`src/rtl/itora_pkg.sv`:
```
`timescale 1ns / 1ps
`default_nettype none
// ----------------------------------------------------------------------------
// itora_pkg
// types and constants shared by the integer to ascii converter
// ----------------------------------------------------------------------------
package itora_pkg;

  localparam int VALUE_W = 32;
  localparam int RADIX_W = 6;
  localparam int DIGIT_W = 6;
  localparam int CHAR_W  = 8;

  localparam logic [RADIX_W-1:0] SIGNED_RADIX = 6'd10;
  localparam logic [RADIX_W-1:0] MIN_RADIX    = 6'd2;
  localparam logic [RADIX_W-1:0] MAX_RADIX    = 6'd36;

  localparam logic [CHAR_W-1:0] CHAR_MINUS  = 8'h2d;
  localparam logic [CHAR_W-1:0] CHAR_ZERO   = 8'h30;
  localparam logic [CHAR_W-1:0] CHAR_LOWER_A = 8'h61;
  localparam logic [DIGIT_W-1:0] DECIMAL_DIGITS = 6'd10;

  typedef struct packed {
    logic               req_type;
    logic [VALUE_W-1:0] value;
    logic [RADIX_W-1:0] radix;
  } in_t;

  typedef struct packed {
    logic [CHAR_W-1:0] character;
    logic              last;
  } out_t;

  // digit value to ascii, digits from ten up map to lowercase letters
  function automatic logic [CHAR_W-1:0] digit_char(input logic [DIGIT_W-1:0] d);
    logic [CHAR_W-1:0] r;
    if (d < DECIMAL_DIGITS) begin
      r = CHAR_ZERO + CHAR_W'(d);
    end else begin
      r = CHAR_LOWER_A + CHAR_W'(d - DECIMAL_DIGITS);
    end
    return r;
  endfunction

endpackage
`default_nettype wire

```
`src/rtl/itora_div.sv`:
```
`timescale 1ns / 1ps
`default_nettype none
// ----------------------------------------------------------------------------
// itora_div
// bit-serial restoring divider, one quotient bit per cycle
// ----------------------------------------------------------------------------
module itora_div #(
  parameter int VALUE_BITS = 32
) (
  input  wire logic                          clk,
  input  wire logic                          rst,
  input  wire logic                          start,
  input  wire logic                          cont,
  input  wire logic [VALUE_BITS-1:0]         dividend,
  input  wire logic [itora_pkg::RADIX_W-1:0] radix,
  output logic                               done,
  output logic [VALUE_BITS-1:0]              quotient,
  output logic [itora_pkg::DIGIT_W-1:0]      remainder
);
  import itora_pkg::*;

  localparam int BCNT_W = $clog2(VALUE_BITS + 1);

  logic [VALUE_BITS-1:0] sh;
  logic [DIGIT_W-1:0]    rem;
  logic [RADIX_W-1:0]    divisor;
  logic [BCNT_W-1:0]     bcnt;
  logic                  busy;

  logic [DIGIT_W:0]   rem_sh;
  logic               ge;
  logic [DIGIT_W:0]   rem_sub;

  always_comb begin
    rem_sh  = {rem, sh[VALUE_BITS-1]};
    ge      = rem_sh >= {1'b0, divisor};
    rem_sub = rem_sh - {1'b0, divisor};
  end

  always_ff @(posedge clk) begin
    if (rst) begin
      busy <= 1'b0;
      done <= 1'b0;
    end else begin
      done <= 1'b0;
      if (start) begin
        busy <= 1'b1;
      end else if (busy && bcnt == BCNT_W'(1)) begin
        busy <= 1'b0;
        done <= 1'b1;
      end
    end
  end

  always_ff @(posedge clk) begin
    if (start) begin
      // a continued pass divides the quotient left from the last one
      if (!cont) begin
        sh      <= dividend;
        divisor <= radix;
      end
      rem  <= '0;
      bcnt <= BCNT_W'(VALUE_BITS);
    end else if (busy) begin
      sh   <= {sh[VALUE_BITS-2:0], ge};
      rem  <= ge ? rem_sub[DIGIT_W-1:0] : rem_sh[DIGIT_W-1:0];
      bcnt <= bcnt - 1'b1;
    end
  end

  assign quotient  = sh;
  assign remainder = rem;

endmodule
`default_nettype wire

```
`src/rtl/itora_store.sv`:
```
`timescale 1ns / 1ps
`default_nettype none
// ----------------------------------------------------------------------------
// itora_store
// digit memory, one write port and one registered read port
// ----------------------------------------------------------------------------
module itora_store #(
  parameter int MAX_DIGITS = 32
) (
  input  wire logic                              clk,
  input  wire logic                              we,
  input  wire logic [$clog2(MAX_DIGITS)-1:0]     waddr,
  input  wire logic [itora_pkg::DIGIT_W-1:0]     wdata,
  input  wire logic [$clog2(MAX_DIGITS)-1:0]     raddr,
  output logic [itora_pkg::DIGIT_W-1:0]          rdata
);
  import itora_pkg::*;

  logic [DIGIT_W-1:0] mem [MAX_DIGITS];

  always_ff @(posedge clk) begin
    if (we) begin
      mem[waddr] <= wdata;
    end
  end

  always_ff @(posedge clk) begin
    rdata <= mem[raddr];
  end

endmodule
`default_nettype wire

```
`src/rtl/integer_to_radix_ascii.sv`:
```
`timescale 1ns / 1ps
`default_nettype none
// ----------------------------------------------------------------------------
// integer_to_radix_ascii
// converts an integer to its ascii digits in a radix from 2 to 36, or to
// signed decimal, one character per output item, most significant first
// ----------------------------------------------------------------------------
//  channel  handshake              payload
//  in       in_valid / in_ready    in_data  : req_type, value, radix
//  out      out_valid / out_ready  out_data : character, last
//
//  each digit is one pass of the bit-serial divider, whose remainder is
//  written to the digit memory; in_ready stays low until the last
//  character of an item has entered the output register
//  characters leave through a single output register, digits via S_READ
//  a stalled out_ready holds the emitter, the divider never waits on it
//  synchronous active-high reset idles the control, the digit memory is
//  not cleared since every digit is written before it is read
// ----------------------------------------------------------------------------
module integer_to_radix_ascii #(
  parameter int VALUE_BITS = 32,
  parameter int MAX_DIGITS = 32
) (
  input  wire logic           clk,
  input  wire logic           rst,
  input  wire logic           in_valid,
  output logic                in_ready,
  input  wire itora_pkg::in_t in_data,
  output logic                out_valid,
  input  wire logic           out_ready,
  output itora_pkg::out_t     out_data
);
  import itora_pkg::*;

  localparam int CNT_W  = $clog2(MAX_DIGITS + 1);
  localparam int ADDR_W = $clog2(MAX_DIGITS);

  typedef enum logic [4:0] {
    S_IDLE = 5'b00001,
    S_DIV  = 5'b00010,
    S_SIGN = 5'b00100,
    S_READ = 5'b01000,
    S_EMIT = 5'b10000
  } state_t;

  state_t state, state_next;

  logic [CNT_W-1:0] count, count_next;
  logic             neg, neg_next;

  // input decode: value trimmed or zero-extended to VALUE_BITS
  logic [VALUE_BITS+VALUE_W-1:0] value_ext;
  logic [VALUE_BITS-1:0]         value_v;
  logic [VALUE_BITS-1:0]         mag;
  logic                          in_neg;
  logic [RADIX_W-1:0]            radix_sel;

  // divider and digit memory hookup
  logic                  div_start, div_cont, div_done;
  logic [VALUE_BITS-1:0] quot;
  logic [DIGIT_W-1:0]    rem;
  logic                  st_we;
  logic [CNT_W-1:0]      count_m1, count_p1;
  logic [DIGIT_W-1:0]    rd_digit;

  logic accept, out_free, last_digit_done;

  assign accept   = in_valid && in_ready;
  assign out_free = !out_valid || out_ready;
  assign in_ready = (state == S_IDLE);

  always_comb begin
    value_ext = {{VALUE_BITS{1'b0}}, in_data.value};
    value_v   = value_ext[VALUE_BITS-1:0];
    in_neg    = in_data.req_type && value_v[VALUE_BITS-1];
    // two's complement magnitude, also right for the most negative value
    mag       = in_neg ? (~value_v + VALUE_BITS'(1)) : value_v;

    if (in_data.req_type) begin
      radix_sel = SIGNED_RADIX;
    end else if (in_data.radix inside {[MIN_RADIX:MAX_RADIX]}) begin
      radix_sel = in_data.radix;
    end else if (in_data.radix < MIN_RADIX) begin
      radix_sel = MIN_RADIX;
    end else begin
      radix_sel = MAX_RADIX;
    end
  end

  assign count_m1 = count - 1'b1;
  assign count_p1 = count + 1'b1;

  // conversion finishes when the quotient runs out or the store is full
  assign last_digit_done = (quot == '0) || (count_p1 == CNT_W'(MAX_DIGITS));

  always_comb begin
    state_next = state;
    count_next = count;
    neg_next   = neg;
    div_start  = 1'b0;
    div_cont   = 1'b0;
    st_we      = 1'b0;
    case (state)
      S_IDLE: begin
        if (accept) begin
          div_start  = 1'b1;
          count_next = '0;
          neg_next   = in_neg;
          state_next = S_DIV;
        end
      end
      S_DIV: begin
        if (div_done) begin
          st_we      = 1'b1;
          count_next = count_p1;
          if (last_digit_done) begin
            state_next = neg ? S_SIGN : S_READ;
          end else begin
            div_start = 1'b1;
            div_cont  = 1'b1;
          end
        end
      end
      S_SIGN: begin
        if (out_free) begin
          state_next = S_READ;
        end
      end
      S_READ: begin
        // memory read of the top digit is in flight
        state_next = S_EMIT;
      end
      S_EMIT: begin
        if (out_free) begin
          count_next = count_m1;
          state_next = (count == CNT_W'(1)) ? S_IDLE : S_READ;
        end
      end
      default: begin
        state_next = S_IDLE;
      end
    endcase
  end

  always_ff @(posedge clk) begin
    if (rst) begin
      state <= S_IDLE;
      count <= '0;
      neg   <= 1'b0;
    end else begin
      state <= state_next;
      count <= count_next;
      neg   <= neg_next;
    end
  end

  itora_div #(
    .VALUE_BITS(VALUE_BITS)
  ) u_div (
    .clk      (clk),
    .rst      (rst),
    .start    (div_start),
    .cont     (div_cont),
    .dividend (mag),
    .radix    (radix_sel),
    .done     (div_done),
    .quotient (quot),
    .remainder(rem)
  );

  // digits stored least significant first, read back from the top
  itora_store #(
    .MAX_DIGITS(MAX_DIGITS)
  ) u_store (
    .clk  (clk),
    .we   (st_we),
    .waddr(count[ADDR_W-1:0]),
    .wdata(rem),
    .raddr(count_m1[ADDR_W-1:0]),
    .rdata(rd_digit)
  );

  // output register
  always_ff @(posedge clk) begin
    if (rst) begin
      out_valid <= 1'b0;
    end else if ((state == S_SIGN || state == S_EMIT) && out_free) begin
      out_valid <= 1'b1;
    end else if (out_ready) begin
      out_valid <= 1'b0;
    end
  end

  always_ff @(posedge clk) begin
    if (state == S_SIGN && out_free) begin
      out_data.character <= CHAR_MINUS;
      out_data.last      <= 1'b0;
    end else if (state == S_EMIT && out_free) begin
      out_data.character <= digit_char(rd_digit);
      out_data.last      <= (count == CNT_W'(1));
    end
  end

endmodule
`default_nettype wire
```
`config.mk`:
```
export PLATFORM = sky130hd
export DESIGN_NAME = integer_to_radix_ascii
export DESIGN_NICKNAME = d
export VERILOG_FILES = /design/src/rtl/itora_pkg.sv /design/src/rtl/itora_div.sv /design/src/rtl/itora_store.sv /design/src/rtl/integer_to_radix_ascii.sv
export SDC_FILE = /design/constraint.sdc
export NUM_CORES = 1
export LEC_CHECK = 0
export BUFFER_PORTS_ARGS = -buffer_cell sky130_fd_sc_hd__buf_2
export CORE_MARGIN = 1.5
export CORE_UTILIZATION = 50
export CTS_BUF_LIST = sky130_fd_sc_hd__clkbuf_8
export CTS_CLUSTER_DIAMETER = 150
export CTS_CLUSTER_SIZE = 16
export DETAILED_ROUTE_END_ITERATION = 10
export GPL_TIMING_DRIVEN = 0
export PLACE_DENSITY = 0.77
export SETUP_SLACK_MARGIN = 0.05
export SLEW_MARGIN = 10
export SYNTH_ARGS = -nofsm -noshare
export SYNTH_HDL_FRONTEND = slang
export SYNTH_HIERARCHICAL = 1
export SYNTH_SLANG_ARGS = --single-unit
```
`constraint.sdc`:
```
create_clock -name clk -period 7.7 [get_ports clk]
set_clock_uncertainty 0.15 [all_clocks]
set_input_delay 1.54 -clock clk [delete_from_list [all_inputs] [get_ports clk]]
set_output_delay 1.54 -clock clk [all_outputs]
set_load 0.1 [all_outputs]
```
After elaboration in Yosys (flattened, before gate mapping):

Memories as Yosys holds them, arrays and structs flattened. A register that Yosys moved wholly into a read port is not among the register bits.
Cells that the tools add are included.

* bits in registers: 74
* RAM bits: 192
* bits of input ports: 43
* memories: 1
* output and inout bits: 11

Memory list
* u_store.mem: words 32, width 6, rd ports 1, clocked after memory_dff 1, wr ports 1, line itora_store.sv:19 `logic [DIGIT_W-1:0] mem [MAX_DIGITS];`

* $lt $le $gt $ge: 5
* multiplexer cells: 34
* bitwise operators: 2
* reduce and logical (&&, ||, !) cells: 22
* eq/ne operators: 14
* add/subtract/negate cells: 8

Operators by type and width (count)
* 32-bit two-way mux: 4
* 6-bit two-way mux: 6
* 32-bit by 1-bit adder with 32-bit output (second input constant): 1
* 32-bit zero test: 1
* 32-bit NOT: 1
* 5-bit two-way mux: 5
* 5-bit case mux with 5 select lines: 1
* 6-bit case mux with 3 select lines: 1
* 1-bit two-way mux: 13
* 6-bit by 1-bit equality test with 1-bit output (second input constant): 2
* 6-bit by 1-bit subtractor with 6-bit output (second input constant): 2
* 7-bit by 8-bit adder with 8-bit output (first input constant): 1
* 4-bit two-way mux: 2
* 8-bit two-way mux: 1
* 2-bit inequality test (second input constant): 4
* 6-bit by 6-bit adder with 7-bit output (first input constant): 1
* 7-bit by 6-bit greater-or-equal comparator with 1-bit output: 1
* 1-bit logical AND: 7
* 6-bit by 4-bit subtractor with 7-bit output (second input constant): 1
* 6-bit by 1-bit adder with 6-bit output (second input constant): 1
* 6-bit equality test (second input constant): 1
* 6-bit by 2-bit greater-or-equal comparator with 1-bit output (second input constant): 1
* 6-bit <= comparator (second input constant): 1
* 6-bit by 2-bit < comparator with 1-bit output (second input constant): 1
* 18 further kinds: 25

Longest topological paths before layout:

* depth in word-level cells: 8
* depth in mapped cells: 10
* gate-level depth less buffers: 8

Hierarchy:

The synthesis kept the hierarchy.

Modules (own cells, without submodules)
* itora_store: cells an instance 323, area an instance 7589.8 um^2, sequential area each 5885.6 um^2, times used 1
* itora_div: cells an instance 181, area an instance 2438.6 um^2, sequential area each 1421.4 um^2, times used 1
* integer_to_radix_ascii: cells an instance 331, area an instance 2398.6 um^2, sequential area each 440.4 um^2, times used 1

Worst setup path after synthesis:

OpenSTA, ideal clock, no wires.

* kind: register -> register
* start point: register state[1]
* end point: register u_div.sh[0], in the netlist u_div/quotient[0], enable pin
* data arrival time: 3.789 ns
* path slack: 3.367 ns
* cell stages (with the launch flop): 8
* clock period less this slack: 4.333 ns
* library setup time: 0.394 ns
* path through: dfxtp_1 > or2_4 > nor4b_4 > nand2_1 > o21ai_0 > clkbuf_1 > nor2b_1 > nand2b_1

* longest elaborated chain between the ends: 6
* elaborated cells between the ends (all ways): 9
* classes of those cells: eq/ne: 3; mux: 3; reduce/logical: 3

Ends and longest elaborated chain
* from (decl): line integer_to_radix_ascii.sv:46 `state_t state, state_next;`
* from (signal assigned): line integer_to_radix_ascii.sv:151 `state <= state_next;`
* 5-bit by 1-bit equality test with 1-bit output (*): line integer_to_radix_ascii.sv:70 `assign in_ready = (state == S_IDLE);`
* named net in_ready: line integer_to_radix_ascii.sv:27 `output logic in_ready,`
* 1-bit logical AND: line integer_to_radix_ascii.sv:68 `assign accept = in_valid && in_ready;`
* 1-bit two-way mux: line integer_to_radix_ascii.sv:105 `if (accept) begin`
* 1-bit case mux with 2 select lines (*): line integer_to_radix_ascii.sv:103 `case (state)`
* named net div_start: line integer_to_radix_ascii.sv:59 `logic div_start, div_cont, div_done;`
* 2-bit inequality test (no line) / 2-bit nonzero test (equally long branches)
* 2-bit AND reduction (no line) (*)
* to (signal assigned): line itora_div.sv:59 `sh <= dividend;`
* to (signal assigned): line itora_div.sv:65 `sh <= {sh[VALUE_BITS-2:0], ge};`
* to (decl): line itora_div.sv:24 `logic [VALUE_BITS-1:0] sh;`

The timed path passes the listed nets; every way through them passes the cells marked *.
A chain may end at the register's enable or synchronous reset.

Worst setup path after layout:

* start point: register count[2]
* end point: register u_div.sh[30], in the netlist u_div/quotient[30], enable pin

* longest elaborated chain between the ends: 8
* elaborated cells between the ends (all ways): 10
* classes of those cells: add/sub: 1; eq/ne: 2; mux: 4; reduce/logical: 3

Ends and longest elaborated chain
* from (decl): line integer_to_radix_ascii.sv:48 `logic [CNT_W-1:0] count, count_next;`
* from (signal assigned): line integer_to_radix_ascii.sv:152 `count <= count_next;`
* 6-bit by 1-bit adder with 6-bit output (*): line integer_to_radix_ascii.sv:91 `assign count_p1 = count + 1'b1;`
* 6-bit equality test (*): line integer_to_radix_ascii.sv:94 `assign last_digit_done = (quot == '0) || (count_p1 == CNT_W'(MAX_DIGITS));`
* 1-bit logical OR (*): line integer_to_radix_ascii.sv:94
* 1-bit two-way mux (*): line integer_to_radix_ascii.sv:116 `if (last_digit_done) begin`
* 1-bit two-way mux (*): line integer_to_radix_ascii.sv:113 `if (div_done) begin`
* 1-bit case mux with 2 select lines (*): line integer_to_radix_ascii.sv:103
* named net div_start: line integer_to_radix_ascii.sv:59
* 2-bit inequality test (no line) / 2-bit nonzero test (equally long branches)
* 2-bit AND reduction (no line) (*)

Marked as above.

==> key figures <==
Run status
  – Result of the run: finished, final reports clean

Routing
  – Overall routed net length: 25.2 mm
  – Total DRC errors in the routed layout: 0
  – Number of design-rule violations left by the first detailed-router iteration: 775
  – Avg WL per Cell: 20.2 um
  – Vias after detailed routing: 7281
  – Number of optimization iterations in the first detailed-route pass: 5
  – Antenna viol nets, final: 0
  – Detailed-route vias per instance: 5.84

STA
  – Number of slew-limit violations in the final report: 0
  – Worst slew slack as a fraction of its limit: 38.6%
  – Fmax: 233 MHz
  – Minimum setup slack in the final design: 3.40 ns
  – Unrepaired setup endpoints after global routing: false
  – Hold Fails Final Rpt: 0
  – Final-report setup violation count: 0
  – Final Critical Period: 4.30 ns
  – Slew at the pin closest to its max-slew limit: 0.920 ns
  – Setup Total Neg Slack: 0 ns
  – Post-route fraction of the period consumed by the critical path: 55.8%

Die
  – Area of the core: 24300 sq um
  – Starting density of the core: 51.1%
  – Horiz. Die Dim: 161 um
  – Core Rows: 57
  – Number of top-level pins: 54
  – Full die area: 25800 sq um
  – DIE HEIGHT: 161 um

Clocking
  – Number of buffers inserted for hold repair after clock tree synthesis: 0
  – Number of gates resized after cts: 0
  – Clock tree from TritonCTS: done
  – Clock insertion delay at the later pin of the skew report: 0.56 ns
  – CTS H-tree lvls: 1
  – Clk root buf: sky130_fd_sc_hd__clkbuf_8
  – Longest Clk Path Bufs: 3
  – Reg clk slew, reported paths: 0.10 ns
  – Clock sink count: 272
  – Clock buffers created by TritonCTS: 20
  – Post-CTS setup-driven buffer insertion count: 0

Yosys
  – Dominant synthesized flop cell: sky130_fd_sc_hd__edfxtp_1
  – Synthesized netlist cell count: 835
  – Post-Syn Area per Cell: 14.9 sq um
  – Synth Cell Area: 12400 sq um
  – Compound-cell area share of the yosys netlist: 6.11%
  – Top-area cell type share of the netlist area: 55.6%
  – Combinational family with the most area after synthesis: multiplexers
  – Most used standard cells in the synthesized netlist: sky130_fd_sc_hd__edfxtp_1, sky130_fd_sc_hd__nor2_1, sky130_fd_sc_hd__mux4_2
  – Adder-Cell Fraction of Synth Area: 1.77%
  – Largest cells by area after synthesis: sky130_fd_sc_hd__edfxtp_1, sky130_fd_sc_hd__mux4_2, sky130_fd_sc_hd__dfxtp_1
  – Share of synthesized flip-flops with an asynchronous set or reset: 0%
  – Post-synth top area cell: sky130_fd_sc_hd__edfxtp_1
  – Sequential cell area fraction in the yosys report: 62.3%
  – Post-Synth XOR/XNOR Area: 3.10%
  – Netlist cell types: 74
  – Top-count cell post-synth: sky130_fd_sc_hd__edfxtp_1
  – Seq cells post-synth: 272
  – Number of synthesized flops with an enable pin: 230
  – Share of cell area taken by muxes after synthesis: 14.9%
  – Synthesized net count: 895
  – Area share of and/or/nand/nor cells after synthesis: 9.54%
  – Total number of yosys warnings: 6

Flow run
  – Max-capacitance violation count: 0

Layout
  – Design area: 13400 sq um
  – Fill cell count: 1922
  – Fraction of final layout cells sized beyond drive strength 1: 22.1%
  – Antenna Diode Count: 0
  – Fin nets: 969
  – Synthesis-to-layout area growth: 8.18%

Place
  – Worst-case setup slack after placement: 3.32 ns
  – DP HPWL: 17.8 mm
  – Post-Place Cell Area: 13100 sq um
  – Total of buffers placed on input and output ports: 52
  – Final estimated routing congestion in global placement: 0.878

Worst setup path
  – Crit start category: flip-flop
  – Critical path capture point type: flip-flop
  – Largest fanout on the critical path: 32
  – Crit path DAT: 4.31 ns
  – Worst endpoint required time: 7.71 ns
  – Kind of critical path: flip-flop to flip-flop

GRT
  – Number of antenna violations at the first check in global routing: 0
  – Wire length of the first global-routing pass: 39.7 mm
  – Number of global-route vias before repair: 7232
  – Overflow left after global routing: 0
  – Overall Global Routing Usage: 19.9%
  – Maximum number of pins on one net before global-route repair: 36

Power and ir drop
  – Power, Total: 0.00348 W
  – Worst vdd rail ir drop: 132 uV
  – Total leakage power: 4.53 nW
  – Power density cells: 259 nW/um^2

Min path
  – Worst min-delay path category: flip-flop to flip-flop
-- sequential cells by signal, summed over array words and instances (netlist names) --
signal           count
count                6
neg                  1
out_data             9
out_valid            1
state                5
u_div/bcnt           6
u_div/busy           1
u_div/divisor        6
u_div/done           1
u_div/quotient      32
u_div/remainder      6
u_store/mem        192
u_store/rdata        6
-- worst max-delay path: stages (launching register included) --
cell	delay (ns)
sky130_fd_sc_hd__dfxtp_1	0.54
sky130_fd_sc_hd__clkbuf_1	0.35
sky130_fd_sc_hd__nand3_1	0.17
sky130_fd_sc_hd__a32oi_1	0.26
sky130_fd_sc_hd__o22ai_1	0.18
sky130_fd_sc_hd__o21ai_0	0.41
sky130_fd_sc_hd__clkbuf_1	0.41
sky130_fd_sc_hd__nor2b_1	0.62
sky130_fd_sc_hd__nand2b_2	0.78
-- report_power, final --
| group | switching, W | internal, W |
|---|---|---|
| Sequential | 0.000181 | 0.00183 |
| Clock | 0.000440 | 0.000247 |
| Combinational | 0.000436 | 0.000345 |
| Total | 0.00106 | 0.00242 |
-- cells in the final DEF, fill, tap and decap left out, types with 3 or more instances in the layout --
cell	Yosys	final
sky130_fd_sc_hd__or3_1	7	7
sky130_fd_sc_hd__or3b_2	4	4
sky130_fd_sc_hd__buf_6	3	3
sky130_fd_sc_hd__nor4_1	15	15
sky130_fd_sc_hd__mux2_2	39	39
sky130_fd_sc_hd__mux4_2	60	60
sky130_fd_sc_hd__edfxtp_1	230	230
sky130_fd_sc_hd__and2_1	4	4
sky130_fd_sc_hd__dfxtp_2	0	6
sky130_fd_sc_hd__a21o_1	4	4
sky130_fd_sc_hd__o211ai_1	3	3
sky130_fd_sc_hd__nand3_1	11	11
sky130_fd_sc_hd__xnor2_1	20	20
sky130_fd_sc_hd__clkbuf_1	24	24
sky130_fd_sc_hd__nor3b_1	4	4
sky130_fd_sc_hd__buf_1	5	5
sky130_fd_sc_hd__nor2_1	77	77
sky130_fd_sc_hd__nor2b_1	9	9
sky130_fd_sc_hd__or4_1	5	5
sky130_fd_sc_hd__xor2_1	24	24
sky130_fd_sc_hd__o311ai_0	4	4
sky130_fd_sc_hd__nand3b_1	8	8
sky130_fd_sc_hd__buf_2	2	54
sky130_fd_sc_hd__nand2_1	30	30
sky130_fd_sc_hd__clkbuf_8	0	20
sky130_fd_sc_hd__a31oi_1	5	5
sky130_fd_sc_hd__mux2i_1	6	6
sky130_fd_sc_hd__dfxtp_1	42	36
sky130_fd_sc_hd__o21ai_0	21	21
sky130_fd_sc_hd__o31ai_1	5	5
sky130_fd_sc_hd__nand2b_1	14	13
sky130_fd_sc_hd__nor3_1	12	12
sky130_fd_sc_hd__a21oi_1	31	31
sky130_fd_sc_hd__a211oi_1	7	7
sky130_fd_sc_hd__a32oi_1	3	3
sky130_fd_sc_hd__inv_1	32	47
sky130_fd_sc_hd__ha_1	16	16
-- routing by layer --
layer | vias up | wire length (um) | global-route usage [%]
met4 | 0 | 601 | 5.48
met2 | 263 | 12600 | 34.0
li1 | 3397 | - | -
met5 | - | 0 | 0
met3 | 39 | 1640 | 3.05
met1 | 3582 | 10400 | 26.5
-- cells by family after synthesis --
| kind of cell | count (synthesis) |
|---|---|
| AO/OA/AOI/OAI | 109 |
| XOR/XNOR | 44 |
| AND/OR/NAND/NOR | 221 |
| flip-flops | 272 |
| adder cells (fa/ha/maj) | 17 |
| buffers and inverters | 67 |
| multiplexers | 105 |
-- final timing paths --
path	start	to	slack, ns	cells past startpoint
setup / recovery	count[2]	u_div/quotient[30]	3.40	8
hold / removal	out_data[0]	out_data[0]	0.31	2
setup reg to reg	count[2]	u_div/quotient[30]	3.40	8
hold reg to reg	out_data[0]	out_data[0]	0.31	2
-- cell type report --
class                      count  area [sq um]  share of cell area, %
buffer                        35           158                   1.17
clock buffer                  20           275                   2.05
clock inverter                16          65.1                  0.484
inverter                      32           120                  0.894
multi-input combinational    496          4400                   32.8
sequential                   272          7750                   57.7
tap                          324           405                   3.02
timing repair buffer          52           260                   1.94
-- metrics by stage --
step | hold slack (ns) | cells | utilization [%]
after CTS | 0.307 | 1247 | 55.2
final | 0.305 | 1247 | 55.3
after global placement | 0.293 | 1211 | 53.8
after detailed placement | 0.294 | 1211 | 53.8
after global routing | 0.334 | 1247 | 55.3
after floorplan | 0.297 | 835 | -
Power figures use the tool's default switching activity.
